## src/hdl/ecq_pkg.sv

```systemverilog
// Package with the item types, state codes and constants of the M/M/c queue block.
package ecq_pkg;

  localparam int MAX_SERVERS_DEF = 64;
  localparam int FRAC_BITS_DEF   = 16;

  // Status codes of a result item.
  localparam logic [1:0] STATUS_OK         = 2'd0;
  localparam logic [1:0] STATUS_SATURATED  = 2'd1;
  localparam logic [1:0] STATUS_NO_SERVICE = 2'd2;

  typedef struct packed {
    logic [31:0] arrival_rate;
    logic [31:0] service_rate;
    logic [6:0]  server_count;
  } in_item_t;

  typedef struct packed {
    logic [31:0] utilization;
    logic [31:0] empty_probability;
    logic [47:0] mean_queue_length;
    logic [47:0] mean_wait;
    logic [1:0]  status;
  } out_item_t;

  typedef enum logic [4:0] {
    ST_IDLE,
    ST_D,
    ST_UTIL,
    ST_R,
    ST_LMUL,
    ST_LDIV,
    ST_LNORM,
    ST_TM,
    ST_TD,
    ST_TNORM,
    ST_P0,
    ST_A,
    ST_LQM,
    ST_LQD,
    ST_LQM2,
    ST_LQD2,
    ST_WM,
    ST_WD,
    ST_WD2,
    ST_OUT
  } state_e;

endpackage

```

## src/hdl/ecq_mul.sv

```systemverilog
// Shared multiplier: 128 by 64 bit product modulo 2^128 from 32 by 32 bit partial products.
module ecq_mul
  import ecq_pkg::*;
(
  input  logic         clk_i,
  input  logic         rst_ni,
  input  logic         start_i,
  input  logic [127:0] a_i,
  input  logic [63:0]  b_i,
  output logic         done_o,
  output logic [127:0] prod_o
);

  logic [127:0] a_q;
  logic [63:0]  b_q;
  logic [127:0] acc_q, acc_d;
  logic [63:0]  pp_q;
  logic [2:0]   sh_q;
  logic         pp_vld_q;
  logic         pp_last_q;
  logic [2:0]   idx_q;
  logic         busy_q;
  logic         done_q;
  logic [31:0]  a_limb;
  logic [31:0]  b_limb;
  logic [2:0]   sh_d;

  // Select the limbs of the current step: a limb in the upper index bits, b limb in the lowest.
  always_comb begin
    a_limb = a_q[{idx_q[2:1], 5'b0} +: 32];
    b_limb = b_q[{idx_q[0], 5'b0} +: 32];
    sh_d   = {1'b0, idx_q[2:1]} + {2'b0, idx_q[0]};
  end

  // Add the registered partial product at its limb offset; offsets past 128 bits drop out.
  always_comb begin
    acc_d = acc_q;
    if (pp_vld_q && (sh_q < 3'd4)) begin
      acc_d = acc_q + (128'(pp_q) << {sh_q[1:0], 5'b0});
    end
  end

  always_ff @(posedge clk_i or negedge rst_ni) begin
    if (!rst_ni) begin
      busy_q    <= 1'b0;
      pp_vld_q  <= 1'b0;
      pp_last_q <= 1'b0;
      done_q    <= 1'b0;
      idx_q     <= '0;
    end else begin
      done_q   <= pp_vld_q && pp_last_q;
      pp_vld_q <= busy_q;
      pp_last_q <= busy_q && (idx_q == 3'd7);
      if (start_i) begin
        busy_q <= 1'b1;
        idx_q  <= '0;
      end else if (busy_q) begin
        idx_q <= idx_q + 3'd1;
        if (idx_q == 3'd7) begin
          busy_q <= 1'b0;
        end
      end
    end
  end

  // Operand latch, product register and accumulator.
  always_ff @(posedge clk_i) begin
    if (start_i) begin
      a_q   <= a_i;
      b_q   <= b_i;
      acc_q <= '0;
    end else begin
      acc_q <= acc_d;
    end
    pp_q <= 64'(a_limb) * 64'(b_limb);
    sh_q <= sh_d;
  end

  assign done_o = done_q;
  assign prod_o = acc_q;

endmodule

```

## config.mk

```make
export PLATFORM = sky130hd
export DESIGN_NAME = ecq_mul
export DESIGN_NICKNAME = d
export VERILOG_FILES = /design/src/hdl/ecq_pkg.sv /design/src/hdl/ecq_mul.sv
export SDC_FILE = /design/constraint.sdc
export NUM_CORES = 2
export LEC_CHECK = 0
export ABC_AREA = 1
export BUFFER_PORTS_ARGS = -buffer_cell sky130_fd_sc_hd__buf_2
export CORE_UTILIZATION = 55
export DETAILED_ROUTE_END_ITERATION = 7
export GPL_ROUTABILITY_DRIVEN = 0
export GPL_TIMING_DRIVEN = 0
export PLACE_DENSITY_LB_ADDON = 0.3
export SLEW_MARGIN = 20
export SYNTH_ARGS = -nofsm -noshare
export SYNTH_HDL_FRONTEND = slang
export SYNTH_SLANG_ARGS = --single-unit
```

## constraint.sdc

```tcl
create_clock -name clk_i -period 7.8 [get_ports clk_i]
set_input_delay 0.39 -clock clk_i [delete_from_list [all_inputs] [get_ports clk_i]]
set_output_delay 0.39 -clock clk_i [all_outputs]
set_load 0.03 [all_outputs]
```

==> impl_metrics.toml <==
[outcome]
status = "complete, but fails checks"
failed_checks = "DRC, setup timing"

[sta]
maxSlewHeadroom_pct = 13.5
setup_slack_ns = -0.0945
final.setup.tns_ns = -1.04
hold_viol = 0
finalCritPeriodShare_pct = 101
rsz0062_at_grt = "true"
worst_slew_pin_slew_ns = 1.29
fmax_ghz = 0.127
clock_skew_ns = 0.0607
finalSetupViolations = 24
slew_violations = 0
period_needed_ns = 7.89

[floorplanning]
dieArea_sq_um = 114000
pin_count = 324
die_h_microns = 337
start_util_pct = 55.7
row_count = 122
coreArea_sq_um = 111000
die_x_microns = 337

[logic_synthesis]
synth_area_leader_cell = "fa_1"
synthTopCellsByArea = "fa_1 29%, nand2_1 15%, inv_1 13%"
yosys_warnings = 0
synth_cell_types = 46
synth_area_sq_um = 61800
ys_ff_latch = 394
synth_ff_type = "dfxtp_1"
syn_area_per_cell_sq_um = 7.00
yosysSeqAreaShare_pct = 15.9
syn_inst = 8822
synth_nets = 10300
synthArstFlopShare_pct = 1.78
synth_top_area_share_pct = 29.1
synth_edf_count = 192

[critical_path]
max_stage_delay_ns = 0.64
crit_fanout = 10
cp_num_buf_inv = 9
slowest_stage = "fa_1"
path_class = "flop to flop"
crit_required_ns = 8.34
cp.arrival_ns = 8.44
cp-end-kind = "flop"
critPathTopFamily = "adder cells"
critPathMostFrequentCell = "fa_1"
start_kind = "flop"

[route]
drt-pass1-iter-count = 8
drc_errors = 585
highest_layer = "met5"
wirelength_microns = 274000
dr_wl_met3_microns = 44600
vias = 65100
route.met2.wl_microns = 109000
via_per_inst = 5.89
antenna_left = 0
drt_iter0_drc = 9999
wl_per_cell_microns = 24.8
drt-met1-wl_microns = 82000

[layout]
layout_commonest_cell = "nand2_1"
final_cell_mix = "2421 x nand2_1, 2064 x inv_1, 1234 x nor2_1, 881 x fa_1, 361 x ha_1"
nets = 11000
n_fill_cell = 9168
ff_latch_area_sq_um = 9850
instances_no_fill = 11000
multi_input_area_sq_um = 44000
area_growth_pct = 17.1
final_util_pct = 65.2
layout-drive-gt1-share_pct = 11.4

[clock_tree]
clk_path_buf_depth = 3
htree_levels = 2
clkSinkCount = 394
numCtsBuffers = 44
clkSlewWorstSetupHoldPaths_ns = 0.06
cts_tree = "done"
cts-root-buf = "clkbuf_16"
clk_latency_ns = 0.67

[global_route]
grt_max_degree = 106
antenna_found_initial = 15
grt-ovfl-total = 0
grt_pass1_wl_microns = 379000
grt_pass1_vias = 62600
globalRouteTotalUtil_pct = 45.9

[placement]
hpwl_microns = 200000
dpl.cell_count = 10600
portBuffers = 323

[hold_path]
hp-class = "input pin to async pin"

[run]
cap_violations = 0
## cells in the mapped netlist, drive strengths merged (2+ instances only)
| library cell | number |
|---|---|
| o21bai | 19 |
| dfxtp | 195 |
| nand4 | 22 |
| xor2 | 91 |
| dfrtp | 7 |
| o21ai | 235 |
| and2 | 3 |
| clkinv | 15 |
| nand3 | 258 |
| nor4 | 8 |
| nor3 | 40 |
| ha | 392 |
| o211ai | 11 |
| nor2 | 1332 |
| a21boi | 4 |
| clkbuf | 184 |
| a31oi | 18 |
| a21o | 12 |
| o2111ai | 2 |
| or2 | 3 |
| xnor2 | 23 |
| nand2 | 2491 |
| o21a | 3 |
| a21oi | 163 |
| inv | 2139 |
| buf | 59 |
| fa | 897 |
| edfxtp | 192 |
## worst paths after layout
path | depth (start not counted) | from | endpoint | slack, ns
worst min-delay path | 2 | rst_ni | done_o$_DFF_PN0_ | 0.14
worst min register to register | 2 | pp_last_q$_DFF_PN0_ | done_o$_DFF_PN0_ | 0.45
worst max register to register | 30 | idx_q[2]$_DFFE_PN0P_ | pp_q[46]$_DFF_P_ | -0.09
min in group clk_i | 1 | start_i | b_q[31]$_DFFE_PP_ | 0.21
worst max-delay path | 30 | idx_q[2]$_DFFE_PN0P_ | pp_q[46]$_DFF_P_ | -0.09
max in group asynchronous | 2 | rst_ni | idx_q[0]$_DFFE_PN0P_ | 7.49
## cell type report
type,count,share of cell area (%)
diodes,14,0.0484
flip-flops and latches,394,13.6
plain buffers,234,2.96
repair buffers,648,6.58
multi-input cells,6032,60.8
clock inverters,26,0.399
well taps,1488,2.57
inverters,2154,11.3
clock buffers,55,1.68
## metrics by stage
step           area, sq um  setup slack (ns)  hold WS [ns]
2_1_floorplan        61800             0.684        0.0944
3_3_place_gp         65300             -1.58         0.233
3_5_place_dp         65300             -1.51         0.239
4_1_cts              70500           -0.0235         0.137
5_1_grt              72300            -0.245         0.161
6_report             72400           -0.0945         0.135
## state kept, by name, indices dropped and copies added, names as in the netlist
| name | cells |
|---|---|
| b_q | 64 |
| pp_q | 64 |
| a_q | 128 |
| pp_last_q | 1 |
| pp_vld_q | 1 |
| idx_q | 3 |
| sh_q | 3 |
| done_o | 1 |
| busy_q | 1 |
| prod_o | 128 |
## per-layer routing
layer | up-vias | track usage, %
met2 | 6065 | 67.0
met1 | 29400 | 48.3
met3 | 2373 | 20.9
met4 | 28 | 44.6
li1 | 27100 | -
met5 | - | 2.68
## cell families (layout without fill, tap and decap cells)
family / Yosys count / after routing / synth area share [%]
buffers and inverters: 2397 / 3117 / 14.7
other: 0 / 14 / 0
XOR/XNOR: 114 / 114 / 1.62
AO/OA/AOI/OAI: 469 / 469 / 4.15
adder cells (fa/ha/maj): 1289 / 1289 / 37.0
flip-flops: 394 / 394 / 15.9
AND/OR/NAND/NOR: 4159 / 4160 / 26.7
## what timing repair did
action / in CTS / in global routing
cloned: 0 / 2
resized for setup: 483 / 376
hold buffers: 193 / 0
endpoints found under the setup margin: 49 / 44
pin swaps: 18 / 46
endpoints found under the hold margin: 199 / 0
buffers inserted: 46 / 83
Power is left out: the tool's default activity adds up to more than one toggle a clock period on the data nets, which glitch-free logic cannot reach.
