==> src/hdl/ecq_pkg.sv <==
// Package with the item types, state codes and constants of the M/M/c queue block.
package ecq_pkg;

  localparam int MAX_SERVERS_DEF = 64;
  localparam int FRAC_BITS_DEF   = 16;

  // Status codes of a result item.
  localparam logic [1:0] STATUS_OK         = 2'd0;
  localparam logic [1:0] STATUS_SATURATED  = 2'd1;
  localparam logic [1:0] STATUS_NO_SERVICE = 2'd2;

  typedef struct packed {
    logic [31:0] arrival_rate;
    logic [31:0] service_rate;
    logic [6:0]  server_count;
  } in_item_t;

  typedef struct packed {
    logic [31:0] utilization;
    logic [31:0] empty_probability;
    logic [47:0] mean_queue_length;
    logic [47:0] mean_wait;
    logic [1:0]  status;
  } out_item_t;

  typedef enum logic [4:0] {
    ST_IDLE,
    ST_D,
    ST_UTIL,
    ST_R,
    ST_LMUL,
    ST_LDIV,
    ST_LNORM,
    ST_TM,
    ST_TD,
    ST_TNORM,
    ST_P0,
    ST_A,
    ST_LQM,
    ST_LQD,
    ST_LQM2,
    ST_LQD2,
    ST_WM,
    ST_WD,
    ST_WD2,
    ST_OUT
  } state_e;

endpackage

==> src/hdl/ecq_div.sv <==
// Shared restoring divider: 128 or 64 bit dividend by 64 bit divisor, one quotient bit a cycle.
module ecq_div
  import ecq_pkg::*;
(
  input  logic         clk_i,
  input  logic         rst_ni,
  input  logic         start_i,
  input  logic         long_i,
  input  logic [127:0] dividend_i,
  input  logic [63:0]  divisor_i,
  output logic         done_o,
  output logic [127:0] quot_o
);

  logic [127:0] x_q;
  logic [127:0] q_q;
  logic [63:0]  rem_q;
  logic [63:0]  dv_q;
  logic [7:0]   cnt_q;
  logic         busy_q;
  logic         done_q;
  logic [64:0]  trial;
  logic         take;

  // Shift in the next dividend bit; the bit shifted out of the remainder forces a subtract.
  always_comb begin
    trial = {rem_q, x_q[127]};
    take  = trial[64] || (trial[63:0] >= dv_q);
  end

  always_ff @(posedge clk_i or negedge rst_ni) begin
    if (!rst_ni) begin
      busy_q <= 1'b0;
      done_q <= 1'b0;
      cnt_q  <= '0;
    end else begin
      done_q <= 1'b0;
      if (start_i) begin
        busy_q <= 1'b1;
        cnt_q  <= long_i ? 8'd128 : 8'd64;
      end else if (busy_q) begin
        cnt_q <= cnt_q - 8'd1;
        if (cnt_q == 8'd1) begin
          busy_q <= 1'b0;
          done_q <= 1'b1;
        end
      end
    end
  end

  // Working registers; a short division starts at bit 63 of the dividend.
  always_ff @(posedge clk_i) begin
    if (start_i) begin
      x_q   <= long_i ? dividend_i : {dividend_i[63:0], 64'b0};
      q_q   <= '0;
      rem_q <= '0;
      dv_q  <= divisor_i;
    end else if (busy_q) begin
      x_q   <= {x_q[126:0], 1'b0};
      q_q   <= {q_q[126:0], take};
      rem_q <= take ? (trial[63:0] - dv_q) : trial[63:0];
    end
  end

  assign done_o = done_q;
  assign quot_o = q_q;

endmodule

==> config.mk <==
export PLATFORM = sky130hd
export DESIGN_NAME = ecq_div
export DESIGN_NICKNAME = d
export VERILOG_FILES = /design/src/hdl/ecq_pkg.sv /design/src/hdl/ecq_div.sv
export SDC_FILE = /design/constraint.sdc
export NUM_CORES = 1
export LEC_CHECK = 0
export BUFFER_PORTS_ARGS = -buffer_cell sky130_fd_sc_hd__buf_2
export CORE_UTILIZATION = 53
export CTS_BUF_LIST = sky130_fd_sc_hd__clkbuf_8
export DETAILED_ROUTE_END_ITERATION = 8
export HOLD_SLACK_MARGIN = 0.12
export PLACE_DENSITY = 0.86
export SLEW_MARGIN = 20
export SYNTH_ARGS = -nofsm -noshare
export SYNTH_HDL_FRONTEND = slang
export SYNTH_SLANG_ARGS = --single-unit
==> constraint.sdc <==
create_clock -name clk_i -period 3.9 [get_ports clk_i]
set_input_delay 0.195 -clock clk_i [delete_from_list [all_inputs] [get_ports clk_i]]
set_output_delay 0.195 -clock clk_i [all_outputs]
set_load 0.02 [all_outputs]
==> results.sh <==
export IMPL_worst_r2r_cell_count=11
export IMPL_vdd_drop_max_mv=0.4031
export IMPL_grt_overflow=0
export IMPL_grt_pass1_vias=18840
export IMPL_htree_levels=3
export IMPL_slowest_delay_ns=0.55
export IMPL_clockBufferDepth=3
export IMPL_ant_nets=0
export IMPL_antenna_found_initial=4
export IMPL_drv_cap=0
export IMPL_tightest_slew_ns=1.101
export IMPL_power_mw=14.66
export IMPL_drtIter0Drc=1792
export IMPL_syn_inst=2132
export IMPL_maxSlewViolCount=0
export IMPL_cts_setup_buffers=0
export IMPL_firstDrtPassIters=8
export IMPL_cp_required_ns=4.40
export IMPL_globalplace_congestion=0.9574
export IMPL_dp_hpwl_um=36700
export IMPL_yosysWarnings=0
export IMPL_leakagePower_nw=11.99
export IMPL_synthToLayoutAreaGrowth_pct=25.45
export IMPL_hp_class="in2reg"
export IMPL_grt_pass1_wl_um=101700
export IMPL_start_kind="flop"
export IMPL_grt_start_max_net_pins=197
export IMPL_reg2reg_to="rem_q[40]$_SDFFE_PP0P_"
export IMPL_vias_per_cell=5.895
export IMPL_fin_crit_ns=3.569
export IMPL_clk_pin_slew_ns=0.07
export IMPL_clock_sinks=394
export IMPL_seqCellArea_um2=9863
export IMPL_status="complete, no violations"
export IMPL_critPathKind="reg2reg"
export IMPL_final_setup_skew_ns=0.04962
export IMPL_synth_edf_count=192
export IMPL_drc=0
export IMPL_layout_drive_gt1_share=0.1738
export IMPL_wl_per_cell_um=20.82
export IMPL_ys_async_sr_fraction=0.02538
export IMPL_rrSetupSlack_ns=0.33
export IMPL_yosysSeqAreaShare=0.4891
export IMPL_ios=325
export IMPL_yosysMostFrequentCell="nor2_1"
export IMPL_crit_fanout=38
export IMPL_dieArea_um2=38820
export IMPL_cpMostUsedCell="nand2_1"
export IMPL_setup_tns_final_ns=0
export IMPL_fillers=2647
export IMPL_start_util=0.5364
export IMPL_p_per_area_nw_per_um2=579.7
export IMPL_synth_cell_types=76
export IMPL_numPortBuffers=324
export IMPL_vias=18670
export IMPL_r2r_start="dv_q[18]$_DFFE_PP_"
export IMPL_critPathSlowestCell="and2_4"
export IMPL_syn_area_um2=20160
export IMPL_hold_violations=0
export IMPL_cp_cell_sequence="inv_1 -> ha_1 -> a21oi_2 -> nand2_1 -> a221o_1 -> o31ai_1 -> and2_4 -> buf_4 -> nand2_1 -> o311a_1 -> nor3_1"
export IMPL_rsz0062_at_grt="no"
export IMPL_synth_common_cells="298 x nor2_1, 215 x nand2_1, 194 x mux2i_1"
export IMPL_max_slew_margin=0.2660
export IMPL_yosysTopAreaCell="edfxtp_1"
export IMPL_endpoint_kind="flop"
export IMPL_crit_path_end="rem_q[40]$_SDFFE_PP0P_"
export IMPL_ctsResizeCount=0
export IMPL_ys_seq_elements=394
export IMPL_die_w_um=197.0
export IMPL_stdcell_count=3167
export IMPL_nets=2863
export IMPL_grt_usage=0.3370
export IMPL_startpoint="dv_q[18]$_DFFE_PP_"
export IMPL_synth_main_ff_cell="edfxtp_1"
export IMPL_fin_crit_sh=0.9151
export IMPL_setup_violations=0
export IMPL_clock_latency_ns=0.65
export IMPL_cp_arrival_ns=4.07
export IMPL_dp_cells=2847
export IMPL_core_area_um2=37580
export IMPL_hold_ws_ns=0.2088
export IMPL_synth_top_area_share=0.2860
export IMPL_syn_avg_cell_area_um2=9.455
export IMPL_yosys_top_cells_area="edfxtp_1 29%, dfxtp_1 19%, mux2i_1 9.6%"
export IMPL_wl_um=65950
export IMPL_cts_tree="done"
export IMPL_cts_buffers=67
export IMPL_die_h_um=197.0
export IMPL_syn_num_nets=2395
export IMPL_max_freq_ghz=0.2802
export IMPL_multi_input_area_um2=9154
export IMPL_cts_root_buffer="clkbuf_8"
export IMPL_num_rows=71
[where the power goes]
group	switching, mW	internal (mW)	total (mW)
Sequential	0.417	4.99	5.41
Clock	1.88	1.94	3.82
Combinational	3.29	2.14	5.43
[cell usage in the layout (no fill, tap or decap), types with 5 or more instances in the layout]
cell type	instances
o211ai_1	11
a21oi_2	6
nand2b_1	8
clkbuf_8	76
and2_1	5
dlygate4sd3_1	195
o21ai_1	5
a21o_1	24
nand3_1	29
a311oi_1	36
nand4_1	30
or3_1	8
a211oi_1	9
nand2_1	215
a21oi_1	174
o31ai_1	7
nor3_1	23
inv_1	180
xnor2_1	27
ha_1	66
a31oi_1	8
dfrtp_1	9
o21a_1	12
mux2i_1	194
and3_1	16
dfxtp_1	192
nor2b_1	9
buf_4	13
nor2_1	298
nor4_1	8
buf_2	322
xor2_1	21
o21ai_0	102
o22ai_1	8
edfxtp_1	192
o21bai_1	21
[state kept, by name, summed over array words and instances (netlist names)]
name	flops
x_q	128
done_o	1
cnt_q	8
dv_q	64
rem_q	64
quot_o	128
busy_q	1
[layer usage]
layer / GRT usage / wire [µm] / vias up
li1: - / - / 8474
met1: 0.3711 / 23800 / 8732
met2: 0.5713 / 31880 / 1121
met3: 0.09425 / 5788 / 339
met4: 0.2188 / 4460 / 2
met5: 0 / 13 / -
[kinds of logic (layout without fill, tap and decap cells)]
family | after synthesis | count (layout) | share of synthesized area
simple gates | 665 | 665 | 0.1406
compound gates | 477 | 477 | 0.1531
flops | 394 | 394 | 0.4891
buf+inv | 285 | 806 | 0.05692
mux | 196 | 196 | 0.09745
fa+ha+maj | 67 | 67 | 0.04196
xor+xnor | 48 | 48 | 0.02086
other cells | 0 | 3 | 0
[worst min path at each step]
| stage | from | end | slack, ns | cells after the start |
|---|---|---|---|---|
| detailed placement | rst_ni | cnt_q[0]$_DFFE_PN0P_ | 0.07 | 1 |
| global route | long_i | x_q[123]$_DFFE_PP_ | 0.19 | 3 |
| finish | long_i | x_q[124]$_DFFE_PP_ | 0.21 | 3 |
| floorplan | rst_ni | busy_q$_DFF_PN0_ | -0.10 | 0 |
| CTS | long_i | x_q[74]$_DFFE_PP_ | 0.15 | 3 |
| global placement | rst_ni | cnt_q[0]$_DFFE_PN0P_ | 0.06 | 1 |
[repair_timing]
item | 4_1_cts | 5_1_grt
hold buffers | 195 | 0
endpoints found under the hold margin | 204 | 0
setup endpoints to repair | 0 | 0
[worst max-delay path: cells and delay by family (launching register included)]
family                   cells  cell delay (ns)
flip-flops                   1             0.32
buffers and inverters        2             0.45
AND/OR/NAND/NOR              4             0.95
AO/OA/AOI/OAI                4             1.29
adder cells (fa/ha/maj)      1             0.41
[through the flow]
step                worst slack, ns  utilization  area (µm²)
floorplan                    0.5466            -       20160
global placement             0.5094       0.5856       22010
detailed placement           0.3903       0.5857       22010
CTS                          0.3413       0.6728       25280
global route                0.05599       0.6730       25290
finish                       0.3311       0.6730       25290
[cell type report]
class | instances | share of cell area
well taps | 511 | 0.02528
multi-input cells | 1453 | 0.3620
clock buffers | 76 | 0.04136
clock inverters | 46 | 0.01093
repair buffers | 534 | 0.1477
diodes | 3 | 0.0002969
flip-flops and latches | 394 | 0.3900
inverters | 150 | 0.02241
No activity file was read; power rests on OpenSTA's default activity.
